<file path="config.mk">
export PLATFORM = sky130hd
export DESIGN_NAME = ring_shadow_centroid
export DESIGN_NICKNAME = d
export VERILOG_FILES = /design/src/hw/rtl/rsc_pkg.sv /design/src/hw/rtl/rsc_front.sv /design/src/hw/rtl/rsc_queue.sv /design/src/hw/rtl/rsc_back.sv /design/src/hw/rtl/ring_shadow_centroid.sv
export SDC_FILE = /design/constraint.sdc
export NUM_CORES = 1
export LEC_CHECK = 0
export BUFFER_PORTS_ARGS = -buffer_cell sky130_fd_sc_hd__buf_2
export CELL_PAD_IN_SITES_DETAIL_PLACEMENT = 2
export CELL_PAD_IN_SITES_GLOBAL_PLACEMENT = 2
export CORE_UTILIZATION = 48
export CTS_BUF_LIST = sky130_fd_sc_hd__clkbuf_16
export CTS_CLUSTER_SIZE = 10
export DETAILED_ROUTE_END_ITERATION = 8
export GPL_ROUTABILITY_DRIVEN = 1
export GPL_TIMING_DRIVEN = 1
export PLACE_DENSITY_LB_ADDON = 0.1
export SETUP_SLACK_MARGIN = 0.05
export SLEW_MARGIN = 10
export SYNTH_ARGS = -nofsm -noshare
export SYNTH_HDL_FRONTEND = slang
export SYNTH_SLANG_ARGS = --single-unit
</file>
<file path="constraint.sdc">
create_clock -name aclk -period 9.1 [get_ports aclk]
set_clock_uncertainty 0.15 [all_clocks]
set_input_delay 0.91 -clock aclk [delete_from_list [all_inputs] [get_ports aclk]]
set_output_delay 0.91 -clock aclk [all_outputs]
set_load 0.1 [all_outputs]
</file>
<file path="src/hw/rtl/rsc_pkg.sv">
// Shared constants, payload types and the emitter start table of the shadow centroid block.
// Depends on nothing; every other file of the block imports it.
`timescale 1ns / 1ps
`default_nettype none

package rsc_pkg;

    localparam int RING_BITS     = 108;
    localparam int WINDOW_BITS   = 48;
    localparam int EMITTER_COUNT = 12;

    // Bits carried by the four input words; ring bits above this read as zero.
    localparam int PHYS_BITS = 108;

    localparam int EMITTER_W = 4;
    localparam int CENTER_W  = 8;
    localparam logic [CENTER_W-1:0] NO_SHADOW = 8'hFF;

    localparam int START_W = $clog2(RING_BITS);
    localparam int SUM_W   = $clog2(WINDOW_BITS * (WINDOW_BITS - 1) / 2 + 1);
    localparam int NUM_W   = SUM_W + 1;
    localparam int CNT_W   = $clog2(WINDOW_BITS + 1);

    localparam int GROUP_BITS = 8;
    localparam int GROUPS     = (WINDOW_BITS + GROUP_BITS - 1) / GROUP_BITS;
    localparam int GCNT_W     = $clog2(GROUP_BITS + 1);

    localparam int ADD_W = $clog2(2 * RING_BITS + 2 * WINDOW_BITS + 1);

    localparam int QUEUE_DEPTH = 4;
    localparam int QPTR_W      = $clog2(QUEUE_DEPTH);
    localparam int QCNT_W      = $clog2(QUEUE_DEPTH + 1);

    localparam int START_TABLE [16] = '{
        28, 45, 63, 82, 99, 10, 17, 35, 55, 73, 90, 0,
        0, 0, 0, 0
    };

    typedef struct packed {
        logic [31:0]          photo_word0;
        logic [31:0]          photo_word1;
        logic [31:0]          photo_word2;
        logic [11:0]          photo_word3;
        logic [EMITTER_W-1:0] emitter;
    } in_t;

    typedef struct packed {
        logic [CENTER_W-1:0]  center;
        logic [EMITTER_W-1:0] emitter_out;
    } out_t;

    // One classified scan handed from the front end to the divider.
    typedef struct packed {
        logic                 none;
        logic [NUM_W-1:0]     num;
        logic [CNT_W-1:0]     cnt;
        logic [START_W-1:0]   start;
        logic [EMITTER_W-1:0] emitter;
    } job_t;

endpackage : rsc_pkg

`default_nettype wire

</file>
<file path="src/hw/rtl/rsc_front.sv">
// Front end: window extraction per emitter, then grouped bit count and index sum, then classification.
// Depends on rsc_pkg.
`timescale 1ns / 1ps
`default_nettype none

module rsc_front
    import rsc_pkg::*;
(
    input  wire logic aclk,
    input  wire logic aresetn,
    input  wire logic s_valid,
    output logic      s_ready,
    input  wire in_t  s_data,
    output logic      job_valid,
    input  wire logic job_ready,
    output job_t      job_data
);

    typedef struct packed {
        logic [WINDOW_BITS-1:0] win;
        logic [START_W-1:0]     start;
        logic [EMITTER_W-1:0]   emitter;
        logic                   bad;
    } win_t;

    typedef struct packed {
        logic [GROUPS-1:0][GCNT_W-1:0] gcnt;
        logic [GROUPS-1:0][SUM_W-1:0]  gsum;
        logic                          first;
        logic                          last;
        logic [START_W-1:0]            start;
        logic [EMITTER_W-1:0]          emitter;
        logic                          bad;
    } part_t;

    logic [PHYS_BITS-1:0]   phys;
    logic [RING_BITS-1:0]   ring;
    logic [WINDOW_BITS-1:0] win_all [EMITTER_COUNT];

    win_t  a_next, a_reg;
    part_t b_next, b_reg;
    logic  av_reg, bv_reg;
    logic  adv_a, adv_b;

    assign phys = {s_data.photo_word3, s_data.photo_word2,
                   s_data.photo_word1, s_data.photo_word0};

    for (genvar k = 0; k < RING_BITS; k++) begin : g_ring
        if (k < PHYS_BITS) begin : g_live
            assign ring[k] = phys[k];
        end else begin : g_dark
            assign ring[k] = 1'b0;
        end
    end

    // Each emitter's window is fixed wiring from the ring.
    for (genvar e = 0; e < EMITTER_COUNT; e++) begin : g_emit
        localparam int S = START_TABLE[e] % RING_BITS;
        for (genvar i = 0; i < WINDOW_BITS; i++) begin : g_bit
            assign win_all[e][i] = ring[(S + i) % RING_BITS];
        end
    end

    always_comb begin
        a_next         = '0;
        a_next.emitter = s_data.emitter;
        a_next.bad     = 1'b1;
        for (int e = 0; e < EMITTER_COUNT; e++) begin
            if (s_data.emitter == EMITTER_W'(e)) begin
                a_next.win   = win_all[e];
                a_next.start = START_W'(START_TABLE[e] % RING_BITS);
                a_next.bad   = 1'b0;
            end
        end
    end

    always_comb begin
        b_next         = '0;
        b_next.first   = a_reg.win[0];
        b_next.last    = a_reg.win[WINDOW_BITS-1];
        b_next.start   = a_reg.start;
        b_next.emitter = a_reg.emitter;
        b_next.bad     = a_reg.bad;
        for (int g = 0; g < GROUPS; g++) begin
            for (int j = 0; j < GROUP_BITS; j++) begin
                if (g * GROUP_BITS + j < WINDOW_BITS) begin
                    if (a_reg.win[g * GROUP_BITS + j]) begin
                        b_next.gcnt[g] = b_next.gcnt[g] + GCNT_W'(1);
                        b_next.gsum[g] = b_next.gsum[g] + SUM_W'(g * GROUP_BITS + j);
                    end
                end
            end
        end
    end

    // Total the groups and classify.
    always_comb begin
        logic [CNT_W-1:0] cnt;
        logic [SUM_W-1:0] sum;
        cnt = '0;
        sum = '0;
        for (int g = 0; g < GROUPS; g++) begin
            cnt = cnt + CNT_W'(b_reg.gcnt[g]);
            sum = sum + b_reg.gsum[g];
        end
        job_data.none    = b_reg.bad | b_reg.first | b_reg.last | (cnt == '0);
        job_data.num     = {sum, 1'b0};
        job_data.cnt     = cnt;
        job_data.start   = b_reg.start;
        job_data.emitter = b_reg.emitter;
    end

    assign adv_b     = !bv_reg || job_ready;
    assign adv_a     = !av_reg || adv_b;
    assign s_ready   = adv_a;
    assign job_valid = bv_reg;

    always_ff @(posedge aclk) begin
        if (!aresetn) begin
            av_reg <= 1'b0;
            bv_reg <= 1'b0;
        end else begin
            if (adv_a) begin
                av_reg <= s_valid;
            end
            if (adv_b) begin
                bv_reg <= av_reg;
            end
        end
        if (adv_a) begin
            a_reg <= a_next;
        end
        if (adv_b) begin
            b_reg <= b_next;
        end
    end

endmodule : rsc_front

`default_nettype wire

</file>
<file path="src/hw/rtl/rsc_queue.sv">
// Short first-in first-out queue of classified scans between front end and divider.
// Depends on rsc_pkg.
`timescale 1ns / 1ps
`default_nettype none

module rsc_queue
    import rsc_pkg::*;
(
    input  wire logic aclk,
    input  wire logic aresetn,
    input  wire logic wr_valid,
    output logic      wr_ready,
    input  wire job_t wr_data,
    output logic      rd_valid,
    input  wire logic rd_ready,
    output job_t      rd_data
);

    job_t              mem_reg [QUEUE_DEPTH];
    logic [QPTR_W-1:0] wr_ptr_reg, rd_ptr_reg;
    logic [QCNT_W-1:0] cnt_reg, cnt_next;
    logic              push, pop;

    assign wr_ready = (cnt_reg != QCNT_W'(QUEUE_DEPTH));
    assign rd_valid = (cnt_reg != '0);
    assign rd_data  = mem_reg[rd_ptr_reg];
    assign push     = wr_valid && wr_ready;
    assign pop      = rd_valid && rd_ready;

    always_comb begin
        cnt_next = cnt_reg;
        if (push && !pop) begin
            cnt_next = cnt_reg + QCNT_W'(1);
        end else if (pop && !push) begin
            cnt_next = cnt_reg - QCNT_W'(1);
        end
    end

    always_ff @(posedge aclk) begin
        if (!aresetn) begin
            wr_ptr_reg <= '0;
            rd_ptr_reg <= '0;
            cnt_reg    <= '0;
        end else begin
            cnt_reg <= cnt_next;
            if (push) begin
                wr_ptr_reg <= wr_ptr_reg + QPTR_W'(1);
            end
            if (pop) begin
                rd_ptr_reg <= rd_ptr_reg + QPTR_W'(1);
            end
        end
        if (push) begin
            mem_reg[wr_ptr_reg] <= wr_data;
        end
    end

endmodule : rsc_queue

`default_nettype wire

</file>
<file path="src/hw/rtl/rsc_back.sv">
// Back end: restoring divider pipelined one quotient bit per stage, then offset, wrap and output register.
// Depends on rsc_pkg.
`timescale 1ns / 1ps
`default_nettype none

module rsc_back
    import rsc_pkg::*;
(
    input  wire logic aclk,
    input  wire logic aresetn,
    input  wire logic job_valid,
    output logic      job_ready,
    input  wire job_t job_data,
    output logic      m_valid,
    input  wire logic m_ready,
    output out_t      m_data
);

    typedef struct packed {
        logic                 none;
        logic [CNT_W-1:0]     rem;
        logic [NUM_W-1:0]     num;
        logic [NUM_W-1:0]     quo;
        logic [CNT_W-1:0]     den;
        logic [START_W-1:0]   start;
        logic [EMITTER_W-1:0] emitter;
    } div_t;

    function automatic div_t div_step(input div_t d);
        div_t           r;
        logic [CNT_W:0] trial;
        logic           ge;
        r     = d;
        trial = {d.rem, d.num[NUM_W-1]};
        ge    = (trial >= {1'b0, d.den});
        if (ge) begin
            trial = trial - {1'b0, d.den};
        end
        r.rem = trial[CNT_W-1:0];
        r.num = d.num << 1;
        r.quo = {d.quo[NUM_W-2:0], ge};
        return r;
    endfunction

    div_t            seed;
    div_t            div_reg [NUM_W];
    logic [NUM_W-1:0] dv_reg;
    logic [NUM_W-1:0] adv;
    logic            adv_out;
    logic            ov_reg;
    out_t            out_reg, out_next;

    always_comb begin
        seed         = '0;
        seed.none    = job_data.none;
        seed.num     = job_data.num;
        seed.den     = job_data.cnt;
        seed.start   = job_data.start;
        seed.emitter = job_data.emitter;
    end

    assign adv_out = !ov_reg || m_ready;

    always_comb begin
        logic nxt;
        nxt = adv_out;
        for (int k = NUM_W - 1; k >= 0; k--) begin
            adv[k] = !dv_reg[k] || nxt;
            nxt    = adv[k];
        end
    end

    assign job_ready = adv[0];

    for (genvar k = 0; k < NUM_W; k++) begin : g_stage
        div_t stage_in;
        logic valid_in;
        if (k == 0) begin : g_head
            assign stage_in = seed;
            assign valid_in = job_valid;
        end else begin : g_body
            assign stage_in = div_reg[k-1];
            assign valid_in = dv_reg[k-1];
        end

        always_ff @(posedge aclk) begin
            if (!aresetn) begin
                dv_reg[k] <= 1'b0;
            end else if (adv[k]) begin
                dv_reg[k] <= valid_in;
            end
            if (adv[k]) begin
                div_reg[k] <= div_step(stage_in);
            end
        end
    end

    // Add the doubled start, wrap once round the ring, substitute the no-shadow code.
    always_comb begin
        logic [ADD_W-1:0] total;
        total = ADD_W'(div_reg[NUM_W-1].quo) + ADD_W'({div_reg[NUM_W-1].start, 1'b0});
        if (total >= ADD_W'(2 * RING_BITS)) begin
            total = total - ADD_W'(2 * RING_BITS);
        end
        out_next.center      = div_reg[NUM_W-1].none ? NO_SHADOW : CENTER_W'(total);
        out_next.emitter_out = div_reg[NUM_W-1].emitter;
    end

    always_ff @(posedge aclk) begin
        if (!aresetn) begin
            ov_reg <= 1'b0;
        end else if (adv_out) begin
            ov_reg <= dv_reg[NUM_W-1];
        end
        if (adv_out) begin
            out_reg <= out_next;
        end
    end

    assign m_valid = ov_reg;
    assign m_data  = out_reg;

endmodule : rsc_back

`default_nettype wire

</file>
<file path="src/hw/rtl/ring_shadow_centroid.sv">
// Shadow centroid finder for a ring of photodiodes: top level joining front end, queue and divider.
// Depends on rsc_pkg, rsc_front, rsc_queue and rsc_back.
`timescale 1ns / 1ps
`default_nettype none

// Takes one photodiode scan per transaction (108 ring bits in four words plus an emitter
// number) and returns one transaction with the shadow centre in half-diode units, or 255
// where the window has a lit edge, no lit bit, or the emitter has no table entry. The
// emitter number is echoed with every result. One scan is taken every clock cycle while
// the result side keeps up; results leave in arrival order. A scan passes through two
// front-end stages (window select, grouped count and index sum), the four-entry queue,
// one divider stage per quotient bit, and the output register. Stalls on the result side
// back up through the divider into the queue; the front end keeps filling the queue
// until it is full, so short output stalls do not reach the input.
module ring_shadow_centroid
    import rsc_pkg::*;
(
    input  wire logic aclk,
    input  wire logic aresetn,
    input  wire logic s_valid,
    output logic      s_ready,
    input  wire in_t  s_data,
    output logic      m_valid,
    input  wire logic m_ready,
    output out_t      m_data
);

    logic fq_valid, fq_ready;
    job_t fq_data;
    logic qb_valid, qb_ready;
    job_t qb_data;

    // Classify each scan and hand it on as a divide job.
    rsc_front u_front (
        .aclk      (aclk),
        .aresetn   (aresetn),
        .s_valid   (s_valid),
        .s_ready   (s_ready),
        .s_data    (s_data),
        .job_valid (fq_valid),
        .job_ready (fq_ready),
        .job_data  (fq_data)
    );

    // Hold jobs so the two halves stall independently.
    rsc_queue u_queue (
        .aclk     (aclk),
        .aresetn  (aresetn),
        .wr_valid (fq_valid),
        .wr_ready (fq_ready),
        .wr_data  (fq_data),
        .rd_valid (qb_valid),
        .rd_ready (qb_ready),
        .rd_data  (qb_data)
    );

    // Divide, offset by the start position and drive the result channel.
    rsc_back u_back (
        .aclk      (aclk),
        .aresetn   (aresetn),
        .job_valid (qb_valid),
        .job_ready (qb_ready),
        .job_data  (qb_data),
        .m_valid   (m_valid),
        .m_ready   (m_ready),
        .m_data    (m_data)
    );

endmodule : ring_shadow_centroid

`default_nettype wire
</file>
Yosys cells after proc, flatten, opt, wreduce, memory -nomap -nowiden
Memories as Yosys holds them, arrays and structs flattened. A register that Yosys moved wholly into a read port is not among the register bits.
Cells that the tools add are included.
- memories: 2
- bits in registers: 198
- bits in writable memories: 680
- input port bits: 116
- output and inout bits: 14
- logic and storage cells: 390
- memories (memory ; words ; bits a word ; rd ports ; clocked after Yosys merged registers in ; wr ports ; line ; text):
    u_back.div_reg ; 12 ; 47 ; 12 ; 0 ; 12 ; rsc_back.sv:46 ; div_t div_reg [NUM_W];
    u_queue.mem_reg ; 4 ; 29 ; 1 ; 1 ; 1 ; rsc_queue.sv:19 ; job_t mem_reg [QUEUE_DEPTH];
- mux-type cells: 163
- eq/ne operators: 12
- bitwise logic cells: 3
- add/sub/neg operators: 111
- reduce and logical (&&, ||, !) cells: 43
- order comparisons: 13
- operator list (operator ; count):
    two-way mux 55 bit ; 12
    two-way mux 11 bit ; 41
    two-way mux 4 bit ; 43
    two-way mux 6 bit ; 26
    adder 4 x 1 -> 4 bit (second input constant) ; 36
    adder 11 x 5 -> 11 bit (second input constant) ; 12
    adder 11 x 6 -> 11 bit (second input constant) ; 12
    >= comparator 7 x 6 -> 1 bit ; 11
    adder 11 x 4 -> 11 bit (second input constant) ; 6
    subtractor 6 bit ; 11
    adder 11 bit ; 5
    adder 11 x 3 -> 11 bit (second input constant) ; 4
    two-way mux 1 bit ; 34
    adder 6 x 4 -> 6 bit ; 4
    zero test 1 bit ; 17
    equality test 4 x 3 -> 1 bit (second input constant) ; 4
    equality test 4 bit (second input constant) ; 4
    logical OR 1 bit ; 15
    adder 6 x 6 -> 7 bit (second input constant) ; 2
    adder 1 x 1 -> 2 bit (second input constant) ; 6
    adder 5 x 5 -> 6 bit (second input constant) ; 2
    adder 11 x 2 -> 11 bit (second input constant) ; 1
    OR reduction 11 bit ; 1
    two-way mux 5 bit ; 2
    other kinds (25) ; 34

Depth between registers and ports, before layout
- depth in word-level cells: 18
- gate-level depth with buffers: 21
- depth with buffers taken out: 21

Modules after synthesis
From an unflattened synthesis, not the netlist that was laid out.
- cell total of the unflattened synthesis: 3085
- area, all modules: 38031.5 um2
- modules (own cells, without submodules) (module ; times used ; sequential area each (um2) ; cells each ; area each (um2)):
    rsc_front ; 1 ; 4844.6 ; 1877 ; 16816.1
    rsc_back ; 1 ; 12241.7 ; 1004 ; 16380.7
    rsc_queue ; 1 ; 3783.6 ; 204 ; 4834.6

Worst setup path after synthesis
OpenSTA, ideal clock, no wires.
- path type: register -> register
- start point: reg u_back.ov_reg (netlist: u_back.m_valid)
- end point: reg u_queue.cnt_reg[2]
- path buffers: 1
- cell stages (with the launch flop): 17
- data arrival time: 5.408 ns
- period minus slack after synthesis: 5.634 ns
- required time: 8.874 ns
- path slack: 3.466 ns
- setup time: 0.076 ns
- path through: dfxtp_1 -> nor2b_1 -> and2_1 -> inv_1 -> nor2_1 -> and2_1 -> and3_1 -> and3_1 -> clkbuf_1 -> nand4_1 -> nand2_1 -> ha_1 -> inv_1 -> fa_1 -> xor2_1 -> or3_1 -> a21boi_0
- word-level cells in the longest chain between the ends: 18
- elaborated cells between the ends (all ways): 20
- those cells by class: 1 x mux; 19 x reduce/logical
- RTL lines (item ; line ; text):
    from (decl) ; rsc_back.sv:50 ; logic ov_reg;
    from (signal assigned) ; rsc_back.sv:113 ; ov_reg <= dv_reg[NUM_W-1];
    zero test 1 bit * ; rsc_back.sv:62 ; assign adv_out = !ov_reg || m_ready;
    logical OR 1 bit * ; rsc_back.sv:62 ;
    logical OR 1 bit * ; rsc_back.sv:68 ; adv[k] = !dv_reg[k] || nxt;
    via u_back.adv[11] ; rsc_back.sv:48 ; logic [NUM_W-1:0] adv;
    logical OR 1 bit * (11 in series) ; rsc_back.sv:68 ;
    logical AND 1 bit * ; rsc_queue.sv:28 ; assign pop = rd_valid && rd_ready;
    zero test 1 bit ; rsc_queue.sv:32 ; if (push && !pop) begin
    logical AND 1 bit ; rsc_queue.sv:32 ;
    two-way mux 3 bit / nonzero test 2 bit (equally long branches) ; -- ;
    to (signal assigned) ; rsc_queue.sv:45 ; cnt_reg <= cnt_next;
    to (decl) ; rsc_queue.sv:21 ; logic [QCNT_W-1:0] cnt_reg, cnt_next;
Mark *: on every way through the listed nets, which the timed path passes. The rest lies on a longest branch.
A chain may end at the register's enable or synchronous reset.

==> summary.txt <==
STA
  – Worst-margin pin slew: 1.28 ns
  – Fin crit share: 0.646
  – Fin. Hold Viols: 0
  – Fmax: 170 MHz
  – Slew headroom: 0.149
  – Max-slew violations: 0
  – Min cycle time layout: 5.88 ns
  – RSZ-0062 raised after global routing: false
  – Setup TNS: 0 ns
  – # setup viols final: 0

Place
  – Placer Congestion: roughly 0.94
  – Buffers on Ports: 129
  – HPWL Detailed: about 100000 µm

Clock network
  – Clk sinks: 688
  – Cts hold-fix bufs: 0
  – Root Buffer: clkbuf_16
  – Worst-case clock buffer depth: 3
  – Max H-tree Level: 3
  – TritonCTS Buffers: 81
  – Post_cts resized: 0
  – Setup bufs post-CTS: 0
  – Clk_lat worst skew: 0.65 ns
  – Clk slew on worst S/H paths: 0.06 ns
  – CTS tree: done

Logic synthesis
  – Top post-synthesis cells by area: edfxtp_1, ha_1, mux4_2, xnor2_1, fa_1
  – Post-synthesis sequential area ratio: 0.539
  – Synth Area in Simple Gates: 0.0717
  – Synthesized flop and latch total: 688
  – Syn avg cell area: approximately 13 µm²
  – Commonest cells in the netlist: edfxtp_1, inv_1, nand2_1
  – Synthesized-area fraction occupied by adder cells: 0.0937
  – Most common cell in the netlist: edfxtp_1
  – Synth Area in XOR/XNOR: 0.0634
  – Yosys warns: 0
  – Compound-Gate Fraction of Synth Area: 0.101
  – Share of async-settable or async-resettable flops after synthesis: 0
  – Netlist cell types: 84
  – Post-synth EDFFs: between 600 and 700
  – Multiplexer share of the synthesized area: 0.0917
  – Largest family of logic cells by synthesized area: compound AO/OA/AOI/OAI gates
  – Synth Instances: 3004
  – Area leader, netlist: edfxtp_1
  – Post-synth top flop: edfxtp_1
  – Top-area cell type share of the netlist area: 0.526
  – Synthesized area: roughly 0.038 mm²

Worst setup path
  – Buf/Inv on CP: 6
  – R2R Path Start: u_front.b_reg[84]
  – CP max stage delay: ~0.55 ns
  – WS Path Type: register to register
  – FF-to-FF End: u_queue.mem_reg[1][28]
  – Startpoint types: register
  – CP arrival: 6.05 ns
  – Required time worst endpoint: a little over 9 ns
  – Reg2reg path depth: 18
  – CP max-delay cell: or4_1
  – Reg2reg setup slack: 3.22 ns
  – CP Cell Sequence: ha_1 > fa_1 > inv_1 > fa_1 > inv_1 > fa_1 > inv_1 > fa_1 > inv_1 > ha_1 > inv_1 > fa_1 > inv_1 > a21o_1 > a21oi_1 > xor2_1 > nor3_1 > or4_1
  – Worst-path fanout max: 5
  – Top cell family by delay on the critical path: adder cells
  – Crit path top cell by count: inv_1
  – CP endpoint kind: register

Global routing
  – Vias in the first global route: 30200
  – Initial antenna violation count: 8
  – Largest net degree at the start of global routing: 75
  – Global-route wire length before repair: 216000 µm
  – Grt ovf: 0
  – GRT Overall Usage: 0.365

Worst hold path
  – Hold path cells: 0
  – Hold Path End: u_back.div_reg[1][149]
  – Worst hold path type: register to register
  – Startpoint of the worst hold path: u_back.div_reg[1][102]

Drt
  – Routed Antenna Nets: 0
  – Via count: 27300
  – Wirelength per Cell: 34.8 µm
  – Drt pass-1 iters: 5
  – Via density: 6.49
  – Drt total wl: 146000 µm
  – DR iter-0 viols: 2219
  – DRC viols: 0

Floorplan
  – Chip Width: 283 µm
  – Ports: 130
  – Core Rows: 102
  – Die Height: 283 µm
  – Core Region: 0.0778 mm²
  – Initial core utilization: 0.487
  – Die area: 0.0801 mm²

Flow run
  – Max-Cap Viols: 0

Final layout
  – Nets: 3485
  – Post-Route Utilization: 0.540
  – Ratio of cells with drive above 1 in the final layout: 0.139
  – Max FFs per register: 376
  – Area delta synth->final: 10.8%

Run status
  – Status: finished, final reports clean
## how the worst max path moves through the flow
stage                 startpoint                endpoint  slack (ns)  depth (start not counted)
6_report       u_front.b_reg[84]  u_queue.mem_reg[1][28]        3.22                         18
2_1_floorplan     u_back.m_valid      u_queue.cnt_reg[2]        3.47                         16
3_5_place_dp   u_front.b_reg[80]  u_queue.mem_reg[0][28]        3.48                         18
5_1_grt        u_front.b_reg[80]  u_queue.mem_reg[1][28]        3.19                         18
4_1_cts        u_front.b_reg[80]  u_queue.mem_reg[1][28]        3.34                         18
3_3_place_gp   u_front.b_reg[80]  u_queue.mem_reg[0][28]        4.17                         18
## layout make-up
| type | instances | area, µm² |
|---|---|---|
| fillers | 7288 | 35800 |
| flip-flops and latches | 688 | 20400 |
| multi-input cells | 1925 | 16000 |
| clock buffers | 82 | 2050 |
| well taps | 1040 | 1300 |
| inverters | 271 | 1020 |
| repair buffers | 157 | 865 |
| clock inverters | 34 | 290 |
| diodes | 6 | 15.0 |
## logic make-up (layout without fill, tap and decap cells)
group	Yosys count	in the layout
buffers and inverters	397	544
adder cells (fa/ha/maj)	247	247
multiplexers	223	223
XOR/XNOR	266	266
flip-flops	688	688
AND/OR/NAND/NOR	579	579
AO/OA/AOI/OAI	603	603
other	1	13
## placed cells by master (no fill, tap or decap), drive strengths merged, types with 47 or more instances in the layout
master	instances
nor2	107
fa	62
mux2	55
inv	293
buf	157
clkbuf	82
xnor2	158
nand2	246
mux4	93
mux2i	75
a21oi	149
xor2	108
o21ai	193
nand3	47
ha	183
edfxtp	664
## stage by stage
step,instances,area (µm²),hold slack (ns),setup WS (ns)
floorplan,3010,37900,0.250,3.47
global placement,4081,39700,0.251,4.17
detailed placement,4081,39700,0.255,3.48
CTS,4197,42000,0.270,3.34
global route,4197,42000,0.278,3.19
finish,4203,42000,0.261,3.22
## metal layers
metal  vias to the layer above  routed length (µm)  GRT usage
met5                         -                  58          0
li1                      11300                   -          -
met3                       405                8120     0.0539
met1                     14300               52100      0.407
met4                         8                8850      0.193
met2                      1289               77300      0.670
Power is left out: the tool's default activity adds up to more than one toggle a clock period on the data nets, which glitch-free logic cannot reach.
